### src/design/mscc_pkg.sv
// shared types, opcodes and helpers for the sixteen-bit multicycle core
package mscc_pkg;

  localparam int unsigned WordW  = 16;
  localparam int unsigned NumReg = 8;
  localparam int unsigned RegIdxW = $clog2(NumReg);

  localparam logic [RegIdxW-1:0] SpIdx    = RegIdxW'(7);
  localparam logic [RegIdxW-1:0] MulHiIdx = RegIdxW'(3);

  typedef enum logic [3:0] {
    PH_FETCH = 4'b0001,
    PH_WAIT  = 4'b0010,
    PH_EXEC  = 4'b0100,
    PH_CONTD = 4'b1000
  } phase_e;

  typedef enum logic [5:0] {
    OP_LDI  = 6'd0,
    OP_ST   = 6'd1,
    OP_LD   = 6'd2,
    OP_ADD  = 6'd3,
    OP_SUB  = 6'd4,
    OP_MUL  = 6'd5,
    OP_JMP  = 6'd6,
    OP_XCHG = 6'd7,
    OP_XOR  = 6'd8,
    OP_AND  = 6'd9,
    OP_OR   = 6'd10,
    OP_CMP  = 6'd11,
    OP_STI  = 6'd12,
    OP_SHL  = 6'd13,
    OP_SHR  = 6'd14,
    OP_MOV  = 6'd15,
    OP_INC  = 6'd16,
    OP_DEC  = 6'd17,
    OP_PSHI = 6'd18,
    OP_PSH  = 6'd19,
    OP_POP  = 6'd20,
    OP_DBG  = 6'd21
  } op_e;

  typedef enum logic [3:0] {
    JC_ALWAYS = 4'd0,
    JC_CARRY  = 4'd1,
    JC_LT     = 4'd4,
    JC_LE     = 4'd5,
    JC_GT     = 4'd8,
    JC_GE     = 4'd9,
    JC_EQ     = 4'd14,
    JC_NE     = 4'd15
  } jcond_e;

  // register file write request: extra port first, then dst, then src wins
  typedef struct packed {
    logic               en;
    logic [RegIdxW-1:0] dst_idx;
    logic [WordW-1:0]   dst_val;
    logic [RegIdxW-1:0] src_idx;
    logic [WordW-1:0]   src_val;
    logic               xtra_en;
    logic [RegIdxW-1:0] xtra_idx;
    logic [WordW-1:0]   xtra_val;
  } rf_wr_t;

  typedef struct packed {
    logic [WordW-1:0]   dv;
    logic [WordW-1:0]   sv;
    logic               carry_we;
    logic               carry;
    logic               cmp_zero;
    logic               cmp_sign;
    logic [2*WordW-1:0] product;
  } alu_res_t;

  function automatic logic jump_ok(logic [3:0] code, logic zf, logic sf, logic cf);
    logic ok;
    ok = 1'b0;
    unique case (jcond_e'(code))
      JC_ALWAYS: ok = 1'b1;
      JC_CARRY:  ok = cf;
      JC_LT:     ok = sf;
      JC_LE:     ok = sf | zf;
      JC_GT:     ok = ~sf & ~zf;
      JC_GE:     ok = ~sf;
      JC_EQ:     ok = zf;
      JC_NE:     ok = ~zf;
      default:   ok = 1'b0;
    endcase
    return ok;
  endfunction

endpackage

### src/design/mscc_regfile.sv
// eight-entry register file with two read ports, a stack pointer output and an ordered write-back
module mscc_regfile (
  input  logic                          clk_i,
  input  logic                          rst_ni,
  input  mscc_pkg::rf_wr_t              wr_i,
  input  logic [mscc_pkg::RegIdxW-1:0]  rd_a_idx_i,
  input  logic [mscc_pkg::RegIdxW-1:0]  rd_b_idx_i,
  output logic [mscc_pkg::WordW-1:0]    rd_a_o,
  output logic [mscc_pkg::WordW-1:0]    rd_b_o,
  output logic [mscc_pkg::WordW-1:0]    sp_o
);
  import mscc_pkg::*;

  logic [WordW-1:0] regs_q [NumReg];
  logic [WordW-1:0] regs_d [NumReg];

  always_comb begin
    for (int i = 0; i < NumReg; i++) begin
      regs_d[i] = regs_q[i];
      if (wr_i.xtra_en && wr_i.xtra_idx == RegIdxW'(i)) regs_d[i] = wr_i.xtra_val;
      if (wr_i.en && wr_i.dst_idx == RegIdxW'(i)) regs_d[i] = wr_i.dst_val;
      if (wr_i.en && wr_i.src_idx == RegIdxW'(i)) regs_d[i] = wr_i.src_val;
    end
  end

  always_ff @(posedge clk_i or negedge rst_ni) begin
    if (!rst_ni) begin
      for (int i = 0; i < NumReg; i++) regs_q[i] <= '0;
    end else begin
      for (int i = 0; i < NumReg; i++) regs_q[i] <= regs_d[i];
    end
  end

  assign rd_a_o = regs_q[rd_a_idx_i];
  assign rd_b_o = regs_q[rd_b_idx_i];
  assign sp_o   = regs_q[SpIdx];

endmodule

### src/design/mscc_alu.sv
// data path of the execute phase: logic ops, add/sub, compare, inc/dec, shifts, moves, exchange, multiply
module mscc_alu (
  input  logic [5:0]                 op_i,
  input  logic [4:0]                 shamt_i,
  input  logic [mscc_pkg::WordW-1:0] dv_i,
  input  logic [mscc_pkg::WordW-1:0] sv_i,
  output mscc_pkg::alu_res_t         res_o
);
  import mscc_pkg::*;

  logic [WordW:0] sum;
  logic [WordW:0] diff;
  logic [WordW:0] incr;
  logic [WordW:0] decr;

  assign sum  = {1'b0, dv_i} + {1'b0, sv_i};
  assign diff = {1'b0, dv_i} - {1'b0, sv_i};
  assign incr = {1'b0, dv_i} + (WordW+1)'(1);
  assign decr = {1'b0, dv_i} - (WordW+1)'(1);

  always_comb begin
    res_o          = '0;
    res_o.dv       = dv_i;
    res_o.sv       = sv_i;
    res_o.cmp_zero = (diff[WordW-1:0] == '0);
    res_o.cmp_sign = diff[WordW-1];
    res_o.product  = {{WordW{1'b0}}, dv_i} * {{WordW{1'b0}}, sv_i};
    unique case (op_e'(op_i))
      OP_ADD: begin
        res_o.dv = sum[WordW-1:0];
        res_o.carry_we = 1'b1;
        res_o.carry = sum[WordW];
      end
      OP_SUB, OP_CMP: begin
        if (op_e'(op_i) == OP_SUB) res_o.dv = diff[WordW-1:0];
        res_o.carry_we = 1'b1;
        res_o.carry = diff[WordW];
      end
      OP_MUL: begin
        res_o.carry_we = 1'b1;
        res_o.carry = 1'b0;
      end
      OP_XCHG: begin
        res_o.dv = sv_i;
        res_o.sv = dv_i;
      end
      OP_XOR: res_o.dv = dv_i ^ sv_i;
      OP_AND: res_o.dv = dv_i & sv_i;
      OP_OR:  res_o.dv = dv_i | sv_i;
      // counts of sixteen and up clear the word
      OP_SHL: res_o.dv = shamt_i[4] ? '0 : (dv_i << shamt_i[3:0]);
      OP_SHR: res_o.dv = shamt_i[4] ? '0 : (dv_i >> shamt_i[3:0]);
      OP_MOV: res_o.dv = sv_i;
      OP_INC: begin
        res_o.dv = incr[WordW-1:0];
        res_o.carry_we = 1'b1;
        res_o.carry = incr[WordW];
      end
      OP_DEC: begin
        res_o.dv = decr[WordW-1:0];
        res_o.carry_we = 1'b1;
        res_o.carry = decr[WordW];
      end
      default: ;
    endcase
  end

endmodule

### src/design/multicycle_sixteen_bit_cpu_core.sv
// Sixteen-bit multicycle core stepped one clock tick per input item. Each input item carries the
// memory read word for the tick and produces exactly one result item: the memory request (address,
// write data, write enable) and the halt flag as they stand after that tick. An item is accepted
// in every cycle while the result register is empty or being drained, so the rate is one item per
// clock; the longest path is a register file read, then the 16x16 multiplier into the product
// register or the adder into the register file and flags. Results come out in the cycle after
// their item is accepted.
module multicycle_sixteen_bit_cpu_core (
  input  logic        clk_i,
  input  logic        rst_ni,
  input  logic        s_axis_tvalid_i,
  output logic        s_axis_tready_o,
  input  logic [15:0] s_axis_tdata_i,   // mem_rdata[15:0]
  output logic        m_axis_tvalid_o,
  input  logic        m_axis_tready_i,
  output logic [39:0] m_axis_tdata_o    // mem_addr[15:0], mem_wdata[31:16], mem_we[32],
                                        // halted_bad_opcode[33], zero pad[39:34]
);
  import mscc_pkg::*;

  phase_e             phase_q, phase_d;
  phase_e             after_q, after_d;
  logic [WordW-1:0]   ip_q, ip_d;
  logic [5:0]         hop_q, hop_d;
  logic [4:0]         hsrc_q, hsrc_d;
  logic [4:0]         hdst_q, hdst_d;
  logic [WordW-1:0]   hsv_q, hsv_d;
  logic [WordW-1:0]   hdv_q, hdv_d;
  logic [2*WordW-1:0] prod_q, prod_d;
  logic               zf_q, zf_d, sf_q, sf_d, cf_q, cf_d;
  logic [WordW-1:0]   addr_q, addr_d;
  logic [WordW-1:0]   wdata_q, wdata_d;
  logic               we_q, we_d;
  logic               halt_q, halt_d;
  logic               m_valid_q;

  logic               accept;
  logic [5:0]         ins_op;
  logic [4:0]         ins_dst, ins_src;
  logic [WordW-1:0]   rd_dv, rd_sv, sp_val;
  rf_wr_t             wr;
  alu_res_t           alu;
  logic               set_flags;

  assign s_axis_tready_o = !m_valid_q || m_axis_tready_i;
  assign accept  = s_axis_tvalid_i && s_axis_tready_o;
  assign ins_op  = s_axis_tdata_i[5:0];
  assign ins_dst = s_axis_tdata_i[10:6];
  assign ins_src = s_axis_tdata_i[15:11];

  mscc_regfile u_regfile (
    .clk_i      (clk_i),
    .rst_ni     (rst_ni),
    .wr_i       (wr),
    .rd_a_idx_i (ins_dst[RegIdxW-1:0]),
    .rd_b_idx_i (ins_src[RegIdxW-1:0]),
    .rd_a_o     (rd_dv),
    .rd_b_o     (rd_sv),
    .sp_o       (sp_val)
  );

  mscc_alu u_alu (
    .op_i    (ins_op),
    .shamt_i (ins_src),
    .dv_i    (rd_dv),
    .sv_i    (rd_sv),
    .res_o   (alu)
  );

  always_comb begin
    phase_d = phase_q;
    after_d = after_q;
    ip_d    = ip_q;
    hop_d   = hop_q;
    hsrc_d  = hsrc_q;
    hdst_d  = hdst_q;
    hsv_d   = hsv_q;
    hdv_d   = hdv_q;
    prod_d  = prod_q;
    zf_d    = zf_q;
    sf_d    = sf_q;
    cf_d    = cf_q;
    addr_d  = addr_q;
    wdata_d = wdata_q;
    we_d    = we_q;
    halt_d  = halt_q;
    wr      = '0;
    set_flags = 1'b0;

    if (accept && !halt_q) begin
      unique case (phase_q)
        PH_FETCH: begin
          addr_d  = ip_q;
          we_d    = 1'b0;
          phase_d = PH_WAIT;
          after_d = PH_EXEC;
        end
        PH_WAIT: phase_d = after_q;
        PH_EXEC: begin
          hop_d  = ins_op;
          hdst_d = ins_dst;
          hsrc_d = ins_src;
          hdv_d  = rd_dv;
          hsv_d  = rd_sv;
          wr.en      = 1'b1;
          wr.dst_idx = ins_dst[RegIdxW-1:0];
          wr.src_idx = ins_src[RegIdxW-1:0];
          wr.dst_val = alu.dv;
          wr.src_val = alu.sv;
          set_flags  = 1'b1;
          phase_d    = PH_FETCH;
          if (alu.carry_we) cf_d = alu.carry;
          unique case (op_e'(ins_op))
            OP_LDI: begin
              addr_d  = ip_q + WordW'(1);
              phase_d = PH_WAIT;
              after_d = PH_CONTD;
            end
            OP_ST: begin
              addr_d  = rd_dv;
              wdata_d = rd_sv;
              we_d    = 1'b1;
              ip_d    = ip_q + WordW'(1);
              phase_d = PH_WAIT;
              after_d = PH_FETCH;
            end
            OP_LD: begin
              addr_d  = rd_sv;
              phase_d = PH_WAIT;
              after_d = PH_CONTD;
            end
            OP_MUL: begin
              prod_d  = alu.product;
              phase_d = PH_CONTD;
            end
            OP_JMP: begin
              if (jump_ok(ins_src[3:0], zf_q, sf_q, cf_q)) begin
                if (ins_src[4]) begin
                  addr_d  = ip_q + WordW'(1);
                  phase_d = PH_WAIT;
                  after_d = PH_CONTD;
                end else begin
                  ip_d = rd_dv;
                end
              end else begin
                ip_d = ip_q + (ins_src[4] ? WordW'(2) : WordW'(1));
              end
            end
            OP_ADD, OP_SUB, OP_XCHG, OP_XOR, OP_AND, OP_OR, OP_SHL, OP_SHR, OP_MOV,
            OP_INC, OP_DEC: ip_d = ip_q + WordW'(1);
            OP_CMP: begin
              // flags come from the difference, registers stay
              zf_d = alu.cmp_zero;
              sf_d = alu.cmp_sign;
              set_flags = 1'b0;
              ip_d = ip_q + WordW'(1);
            end
            OP_PSHI: begin
              addr_d      = ip_q + WordW'(1);
              wr.xtra_en  = 1'b1;
              wr.xtra_idx = SpIdx;
              wr.xtra_val = sp_val - WordW'(1);
              phase_d     = PH_WAIT;
              after_d     = PH_CONTD;
            end
            OP_PSH: begin
              addr_d      = sp_val - WordW'(1);
              wdata_d     = rd_dv;
              we_d        = 1'b1;
              wr.xtra_en  = 1'b1;
              wr.xtra_idx = SpIdx;
              wr.xtra_val = sp_val - WordW'(1);
              ip_d        = ip_q + WordW'(1);
              phase_d     = PH_WAIT;
              after_d     = PH_FETCH;
            end
            OP_POP: begin
              addr_d      = sp_val;
              wr.xtra_en  = 1'b1;
              wr.xtra_idx = SpIdx;
              wr.xtra_val = sp_val + WordW'(1);
              phase_d     = PH_WAIT;
              after_d     = PH_CONTD;
            end
            default: begin
              // sti, dbg and unassigned opcodes stop the core
              halt_d    = 1'b1;
              wr.en     = 1'b0;
              set_flags = 1'b0;
              cf_d      = cf_q;
              phase_d   = phase_q;
            end
          endcase
        end
        PH_CONTD: begin
          phase_d    = PH_FETCH;
          wr.en      = 1'b1;
          wr.dst_idx = hdst_q[RegIdxW-1:0];
          wr.src_idx = hsrc_q[RegIdxW-1:0];
          wr.dst_val = hdv_q;
          wr.src_val = hsv_q;
          set_flags  = 1'b1;
          unique case (op_e'(hop_q))
            OP_LDI: begin
              wr.dst_val = s_axis_tdata_i;
              ip_d = ip_q + WordW'(2);
            end
            OP_LD, OP_POP: begin
              wr.dst_val = s_axis_tdata_i;
              ip_d = ip_q + WordW'(1);
            end
            OP_MUL: begin
              wr.xtra_en  = 1'b1;
              wr.xtra_idx = MulHiIdx;
              wr.xtra_val = prod_q[2*WordW-1:WordW];
              wr.dst_val  = prod_q[WordW-1:0];
              ip_d = ip_q + WordW'(1);
            end
            OP_JMP: ip_d = s_axis_tdata_i;
            OP_PSHI: begin
              addr_d  = sp_val;
              wdata_d = s_axis_tdata_i;
              we_d    = 1'b1;
              ip_d    = ip_q + WordW'(2);
              phase_d = PH_WAIT;
              after_d = PH_FETCH;
            end
            default: ;
          endcase
        end
        default: phase_d = PH_FETCH;
      endcase
    end

    if (set_flags) begin
      zf_d = (wr.dst_val == '0);
      sf_d = wr.dst_val[WordW-1];
    end
  end

  always_ff @(posedge clk_i or negedge rst_ni) begin
    if (!rst_ni) begin
      phase_q   <= PH_FETCH;
      after_q   <= PH_FETCH;
      ip_q      <= '0;
      hop_q     <= '0;
      hsrc_q    <= '0;
      hdst_q    <= '0;
      hsv_q     <= '0;
      hdv_q     <= '0;
      prod_q    <= '0;
      zf_q      <= 1'b0;
      sf_q      <= 1'b0;
      cf_q      <= 1'b0;
      addr_q    <= '0;
      wdata_q   <= '0;
      we_q      <= 1'b0;
      halt_q    <= 1'b0;
      m_valid_q <= 1'b0;
    end else begin
      phase_q <= phase_d;
      after_q <= after_d;
      ip_q    <= ip_d;
      hop_q   <= hop_d;
      hsrc_q  <= hsrc_d;
      hdst_q  <= hdst_d;
      hsv_q   <= hsv_d;
      hdv_q   <= hdv_d;
      prod_q  <= prod_d;
      zf_q    <= zf_d;
      sf_q    <= sf_d;
      cf_q    <= cf_d;
      addr_q  <= addr_d;
      wdata_q <= wdata_d;
      we_q    <= we_d;
      halt_q  <= halt_d;
      // the request registers are the result item, held until taken
      if (accept) begin
        m_valid_q <= 1'b1;
      end else if (m_axis_tready_i) begin
        m_valid_q <= 1'b0;
      end
    end
  end

  assign m_axis_tvalid_o = m_valid_q;
  assign m_axis_tdata_o  = {6'b0, halt_q, we_q, wdata_q, addr_q};

  a_halt_sticky: assert property (@(posedge clk_i) disable iff (!rst_ni)
    halt_q |=> halt_q)
    else $error("halt flag dropped");

  a_halt_frozen: assert property (@(posedge clk_i) disable iff (!rst_ni)
    halt_q |=> $stable(addr_q) && $stable(wdata_q) && $stable(we_q) && $stable(ip_q))
    else $error("halted core changed its request");

  a_no_accept_no_change: assert property (@(posedge clk_i) disable iff (!rst_ni)
    !accept |=> $stable(phase_q) && $stable(ip_q) && $stable(addr_q))
    else $error("state moved without an item");

  a_write_from_work: assert property (@(posedge clk_i) disable iff (!rst_ni)
    $rose(we_q) |-> $past(phase_q) == PH_EXEC || $past(phase_q) == PH_CONTD)
    else $error("memory write raised outside execute or continue");

  a_accept_gives_result: assert property (@(posedge clk_i) disable iff (!rst_ni)
    accept |=> m_valid_q)
    else $error("accepted item gave no result");

endmodule

### config.mk
export PLATFORM = sky130hd
export DESIGN_NAME = multicycle_sixteen_bit_cpu_core
export DESIGN_NICKNAME = d
export VERILOG_FILES = /design/src/design/mscc_pkg.sv /design/src/design/mscc_regfile.sv /design/src/design/mscc_alu.sv /design/src/design/multicycle_sixteen_bit_cpu_core.sv
export SDC_FILE = /design/constraint.sdc
export NUM_CORES = 2
export LEC_CHECK = 0
export ABC_AREA = 1
export BUFFER_PORTS_ARGS = -buffer_cell sky130_fd_sc_hd__buf_2
export CELL_PAD_IN_SITES_DETAIL_PLACEMENT = 1
export CELL_PAD_IN_SITES_GLOBAL_PLACEMENT = 2
export CORE_MARGIN = 2
export CORE_UTILIZATION = 40
export CTS_CLUSTER_SIZE = 30
export DETAILED_ROUTE_END_ITERATION = 10
export PLACE_DENSITY_LB_ADDON = 0.08
export SLEW_MARGIN = 20
export SYNTH_ARGS = -nofsm -noshare
export SYNTH_HDL_FRONTEND = slang
export SYNTH_SLANG_ARGS = --single-unit
### constraint.sdc
create_clock -name clk_i -period 12.05 [get_ports clk_i]
set_clock_uncertainty 0.1 [all_clocks]
set_input_delay 3.615 -clock clk_i [delete_from_list [all_inputs] [get_ports clk_i]]
set_output_delay 3.615 -clock clk_i [all_outputs]
set_load 0.02 [all_outputs]
Yosys cells after proc, flatten, opt, wreduce, memory -nomap -nowiden

Cells that the tools add are included.

Word-level logic and storage cells: 278
Output and inout bits: 42
Flip-flop bits (word level): 266
Bits of input ports: 20

Shift operators: 2
Add/subtract/negate cells: 9
Multipliers: 1
Bitwise gates (word level): 10
Magnitude comparators: 2
Multiplexer cells: 86
Eq/ne operators: 67
Reductions and logical operators: 76

Operators with widths:

| kind                    | count |
|---|---|
| $mux W16                | 38 |
| $pmux W16 S10           | 1 |
| $pmux W16 S2            | 5 |
| $pmux W59 S2            | 1 |
| $bmux W16 S3            | 2 |
| $pmux W16 S3            | 2 |
| $pmux W16 S6            | 1 |
| $mux W59                | 1 |
| $eq A6 B4 Y1 const B    | 7 |
| $eq A6 B5 Y1 const B    | 7 |
| $pmux W20 S2            | 1 |
| $eq A3 B3 Y1 const B    | 12 |
| $eq A6 B3 Y1 const B    | 6 |
| $add A16 B1 Y16 const B | 2 |
| $logic_not A16 Y1       | 2 |
| $mul A16 B16 Y32        | 1 |
| $pmux W4 S4             | 2 |
| $reduce_bool A3 Y1      | 9 |
| $logic_and A1 B1 Y1     | 26 |
| $pmux W4 S3             | 2 |
| $eq A4 B4 Y1 const B    | 5 |
| $mux W20                | 1 |
| $reduce_or A20 Y1       | 1 |
| $reduce_or A19 Y1       | 1 |
| other kinds (56)        | 117 |

Longest topological paths before layout

Depth after elaboration: 14
Mapped depth: 38
Mapped depth without buffers: 35

By module

From an unflattened synthesis, not the netlist that was laid out.

Cell total of the unflattened synthesis: 5561
Area total of the unflattened synthesis: 34833.4 µm²

Modules (own cells, without submodules):

| module                          | cells each | area an instance (µm²) | times used |
|---|---|---|---|
| mscc_alu                        | 2350       | 14382.5                | 1 |
| mscc_regfile                    | 1737       | 10342.4                | 1 |
| multicycle_sixteen_bit_cpu_core | 1474       | 10108.4                | 1 |

Worst setup path after synthesis

OpenSTA, ideal clock, no wires.

Path kind: input -> register
From: input s_axis_tdata_i[11]
To: register prod_q[31]
Stages: 37
Path slack: 1.489 ns
Arrival time: 10.328 ns
Path buffers: 4
Cells stage by stage: buf_4 inv_2 nand2_2 inv_2 buf_2 buf_2 a21oi_1 nand3_1 nand2_1 inv_1 clkbuf_1 ha_1 inv_1 fa_1 inv_1 fa_1 inv_1 fa_1 inv_1 fa_1 fa_1 inv_1 fa_1 inv_1 ha_1 a21oi_1 o221ai_1 a21oi_1 o21bai_1 a21o_1 nand3_1 nand2_1 nand2_1 nand3_1 or2_2 nand3_1 o21ai_0

Longest elaborated chain between the ends: 5

RTL lines:

| element                                      | RTL line                               | RTL |
|---|---|---|
| from (decl)                                  | multicycle_sixteen_bit_cpu_core.sv:13  | `input logic [15:0] s_axis_tdata_i,` |
| $not A3 Y4 (implied by the code)             | mscc_regfile.sv:35                     | `assign rd_b_o = regs_q[rd_b_idx_i];` |
| $bmux W16 S3                                 | mscc_regfile.sv:35                     |  |
| $mux W16 (implied by the code) (2 in series) | mscc_regfile.sv:35                     |  |
| via rd_sv[7]                                 | multicycle_sixteen_bit_cpu_core.sv:40  | `logic [WordW-1:0] rd_dv, rd_sv, sp_val;` |
| $mul A16 B16 Y32                             | mscc_alu.sv:27                         | `res_o.product = {{WordW{1'b0}}, dv_i} * {{WordW{1'b0}}, sv_i};` |
| to (signal assigned)                         | multicycle_sixteen_bit_cpu_core.sv:269 | `prod_q <= prod_d;` |
| to (decl)                                    | multicycle_sixteen_bit_cpu_core.sv:29  | `logic [2*WordW-1:0] prod_q, prod_d;` |

The timed path passes the listed nets, and every way through them passes these cells. The select of a mux whose other input is x is not followed.
A chain may end at the register's enable or synchronous reset.

Worst setup path after layout

From: input s_axis_tdata_i[11]
To: register prod_q[31]

Longest elaborated chain between the ends: 5

RTL lines:

| element                                      | RTL line |
|---|---|
| $not A3 Y4 (implied by the code)             | mscc_regfile.sv:35 |
| $bmux W16 S3                                 | mscc_regfile.sv:35 |
| $mux W16 (implied by the code) (2 in series) | mscc_regfile.sv:35 |
| $mul A16 B16 Y32                             | mscc_alu.sv:27 |

Every way passes these cells. The select of a mux whose other input is x is not followed.

==> flow_metrics.py <==
metrics = {
    "run_status": {
        "status": "finished clean",
    },
    "floorplanning": {
        "start_util": 0.406,
        "core_sq_mm": 0.0777,
        "die-area_sq_mm": 0.0811,
        "dieHeight_um": 285,
        "io_pins": 62,
        "die_width_um": 285,
        "rows": 102,
    },
    "sta": {
        "rsz0062_at_grt": "no",
        "layout_min_cycle_time_ns": 11.04,
        "worstMarginPinSlew_ns": 1.19,
        "tns_ns": 0,
        "finalCritPeriodShare": 0.916,
        "finalHoldViolCount": 0,
        "maxSlewViolCount": 0,
        "max_freq_mhz": 90.6,
        "slew_headroom": 0.201,
        "setup_viol": 0,
        "timing.final.ws_setup_ns": 1.01,
    },
    "critical_path": {
        "crit_path_end_kind": "flop",
        "cp-start-kind": "input pin",
        "critPathKind": "input pin to flop",
        "worstPathRequired_ns": 12.44,
        "cp_top_family": "adder cells",
        "cp_data_arrival_time_ns": 11.43,
        "r2r_slack_ns": 4.10,
        "worstPathMaxFanout": 25,
        "crit_buf_inv": 6,
        "slowest_stage": "inv_2",
        "slowest_delay_ns": 0.57,
        "path_common_cell": "fa_1",
    },
    "placement": {
        "place.gp.congestion": 1.03,
        "io_buffers": 55,
        "pre_cts_ws_ns": 0.553,
        "hpwl_mm": 132,
        "place_inst": 5656,
    },
    "finish": {
        "fin_cells": 5729,
        "n_fill_cell": 10100,
        "drive_gt1_frac": 0.0786,
        "area_growth_syn_to_layout_pct": 8.85,
        "final_nets": 5034,
    },
    "cts": {
        "cts_tree": "done",
        "cts.sinks": 265,
        "insertion_delay_ns": 0.64,
        "clk_pin_slew_ns": 0.06,
        "cts_resized": 0,
        "cts_hold_repair.buffers": 0,
        "cts-buffers-inserted": 39,
        "cts_buffer_depth": 3,
        "ctsHtreeMaxLevel": 2,
        "cts_root_buf": "clkbuf_16",
        "post_cts_buffers": 0,
    },
    "grt": {
        "grt_overflow_total": 0,
        "grt_max_degree": 142,
        "grt_pass1_vias": 35900,
        "antenna_found_initial": 18,
        "globalRouteTotalUtil": 0.430,
        "grt_pass1_wl_mm": 255,
    },
    "pwr": {
        "peakVddDrop_v": 0.00113,
        "total_power_w": 0.0119,
        "p_int_w": 0.00533,
        "pwr-share-seq": 0.103,
        "powerDensity_mw_per_mm2": 347,
        "combPwrFrac": 0.795,
        "swShare": 0.553,
        "p_leak_nw": 16.8,
        "clkPwrFrac": 0.102,
        "power.switching_w": 0.00660,
    },
    "logic_synthesis": {
        "synth_top_area_share": 0.209,
        "yosys.area.top_type": "dfrtp_1",
        "synth_mux_area_frac": 0,
        "synthCells": 4677,
        "synth_top_family_by_area": "simple AND/OR/NAND/NOR gates",
        "synth_compound_area_frac": 0.180,
        "yosysSeqAreaShare": 0.210,
        "synth_edf_count": 0,
        "synth-simple-area-share": 0.282,
        "ys_ff_latch": 265,
        "async_flop_share": 1.00,
        "yosys-top-cells-area": "dfrtp_1 21%, nand2_1 14%, fa_1 13%, inv_1 7.9%, ha_1 6.3%",
        "synth_cell_types": 59,
        "syn-cell-area_sq_mm": 0.0315,
        "ys_warn_count": 0,
        "synth_flop_cell": "dfrtp_1",
        "avgSynthCellArea_sq_um": 6.74,
        "synthXorXnorAreaFrac": 0.0178,
        "synth_fa_ha_area_frac": 0.189,
    },
    "job": {
        "drv_cap": 0,
    },
    "hold_path": {
        "worst_hold_path_type": "flop to flop",
    },
    "detailed_routing": {
        "drtPass1Iterations": 8,
        "remaining_drc_errors": 0,
        "wl_per_cell_um": 30.7,
        "viasPerCell": 6.17,
        "via_count": 35300,
        "drt_iter0_markers": 3685,
        "drt_wl_total_mm": 176,
        "ant_nets": 0,
    },
}
final timing paths:
| check | startpoint | endpoint | depth (start not counted) |
|---|---|---|---|
| worst max-delay path | s_axis_tdata_i[11] | prod_q[31] | 32 |
| worst min-delay path | wdata_q[2] | wdata_q[2] | 2 |
| worst max register to register | u_regfile.sp_o[8] | prod_q[31] | 32 |
| worst min register to register | wdata_q[2] | wdata_q[2] | 2 |
| max in group asynchronous | rst_ni | addr_q[12] | 2 |
| min in group asynchronous | rst_ni | hsv_q[14] | 1 |
registers in the layout, indices dropped and copies added (netlist names):
name	count
prod_q	32
zf_q	1
cf_q	1
hdst_q	3
addr_q	16
after_q	3
hdv_q	16
hsrc_q	3
wdata_q	16
sf_q	1
ip_q	16
we_q	1
phase_q	4
u_regfile.regs_q	112
u_regfile.sp_o	16
hsv_q	16
m_axis_tvalid_o	1
halt_q	1
hop_q	6
logic make-up after synthesis:
group | after synthesis
other cells | 1
fa+ha+maj | 357
flops | 265
xor+xnor | 64
buf+inv | 962
simple gates | 2113
compound gates | 915
metrics by stage:
step | hold WS [ns] | utilization | instance area, sq um
after floorplan | 0.342 | - | 31600
after global placement | 0.359 | 0.425 | 33000
after detailed placement | 0.363 | 0.425 | 33000
after CTS | 0.375 | 0.442 | 34300
after global routing | 0.404 | 0.442 | 34300
final | 0.374 | 0.442 | 34300
final cells by class:
type	count	area (sq um)	area share
diodes	5	12.5	0.000364
inverters	714	2690	0.0783
clock inverters	16	195	0.00568
repair buffers	182	1280	0.0372
multi-input cells	3455	21100	0.616
flip-flops and latches	265	6630	0.193
well taps	1040	1300	0.0379
clock buffers	52	1090	0.0319
cell usage after synthesis, drive strengths merged (5+ instances only):
library cell,instances
nor2,452
xnor2,11
ha,160
or2,7
o311ai,5
nor4,6
inv,705
o22ai,59
a22oi,68
o31ai,23
a211oi,9
nor3,42
o21ai,302
xor2,53
fa,197
dfrtp,263
nand3,406
a22o,8
a21oi,228
clkbuf,139
a221oi,11
o221ai,113
clkinv,9
o211ai,42
a32oi,8
nand4,36
buf,109
nand2,1159
a31oi,19
per-layer routing:
metal	vias to the layer above	part of all wire	GRT usage
met4	22	0.075	0.271
met2	1835	0.42	0.636
met3	562	0.11	0.130
met1	17700	0.39	0.546
met5	-	0.00077	0
li1	15300	-	-
power groups by stage:
| stage | Combinational, W | Clock (W) | Sequential (W) |
|---|---|---|---|
| final | 0.00948 | 0.00122 | 0.00123 |
| after global routing | 0.0108 | 0.00125 | 0.00125 |
| after CTS | 0.00953 | 0.00122 | 0.00123 |
| after detailed placement | 0.00939 | 0 | 0.00124 |
| after global placement | 0.00931 | 0 | 0.00124 |
| after floorplan | 0.00682 | 0 | 0.00123 |
worst register-to-register path, delay by kind of cell (launching register included):
family | cells | cell delay (ns)
buffers and inverters | 5 | 0.97
AO/OA/AOI/OAI | 5 | 0.82
adder cells (fa/ha/maj) | 7 | 3.40
flip-flops | 1 | 0.57
AND/OR/NAND/NOR | 15 | 1.94
cells in the final DEF, fill, tap and decap left out, types with 42 or more instances in the layout:
master,n
a22oi_1,68
o22ai_1,59
o221ai_1,113
nand3_1,400
ha_1,160
nand2_1,1143
fa_1,197
buf_4,124
dfrtp_1,263
o211ai_1,42
a21oi_1,221
inv_1,664
o21ai_0,278
xor2_1,53
nor2_1,423
buf_2,54
(Power assumes the default switching activity.)
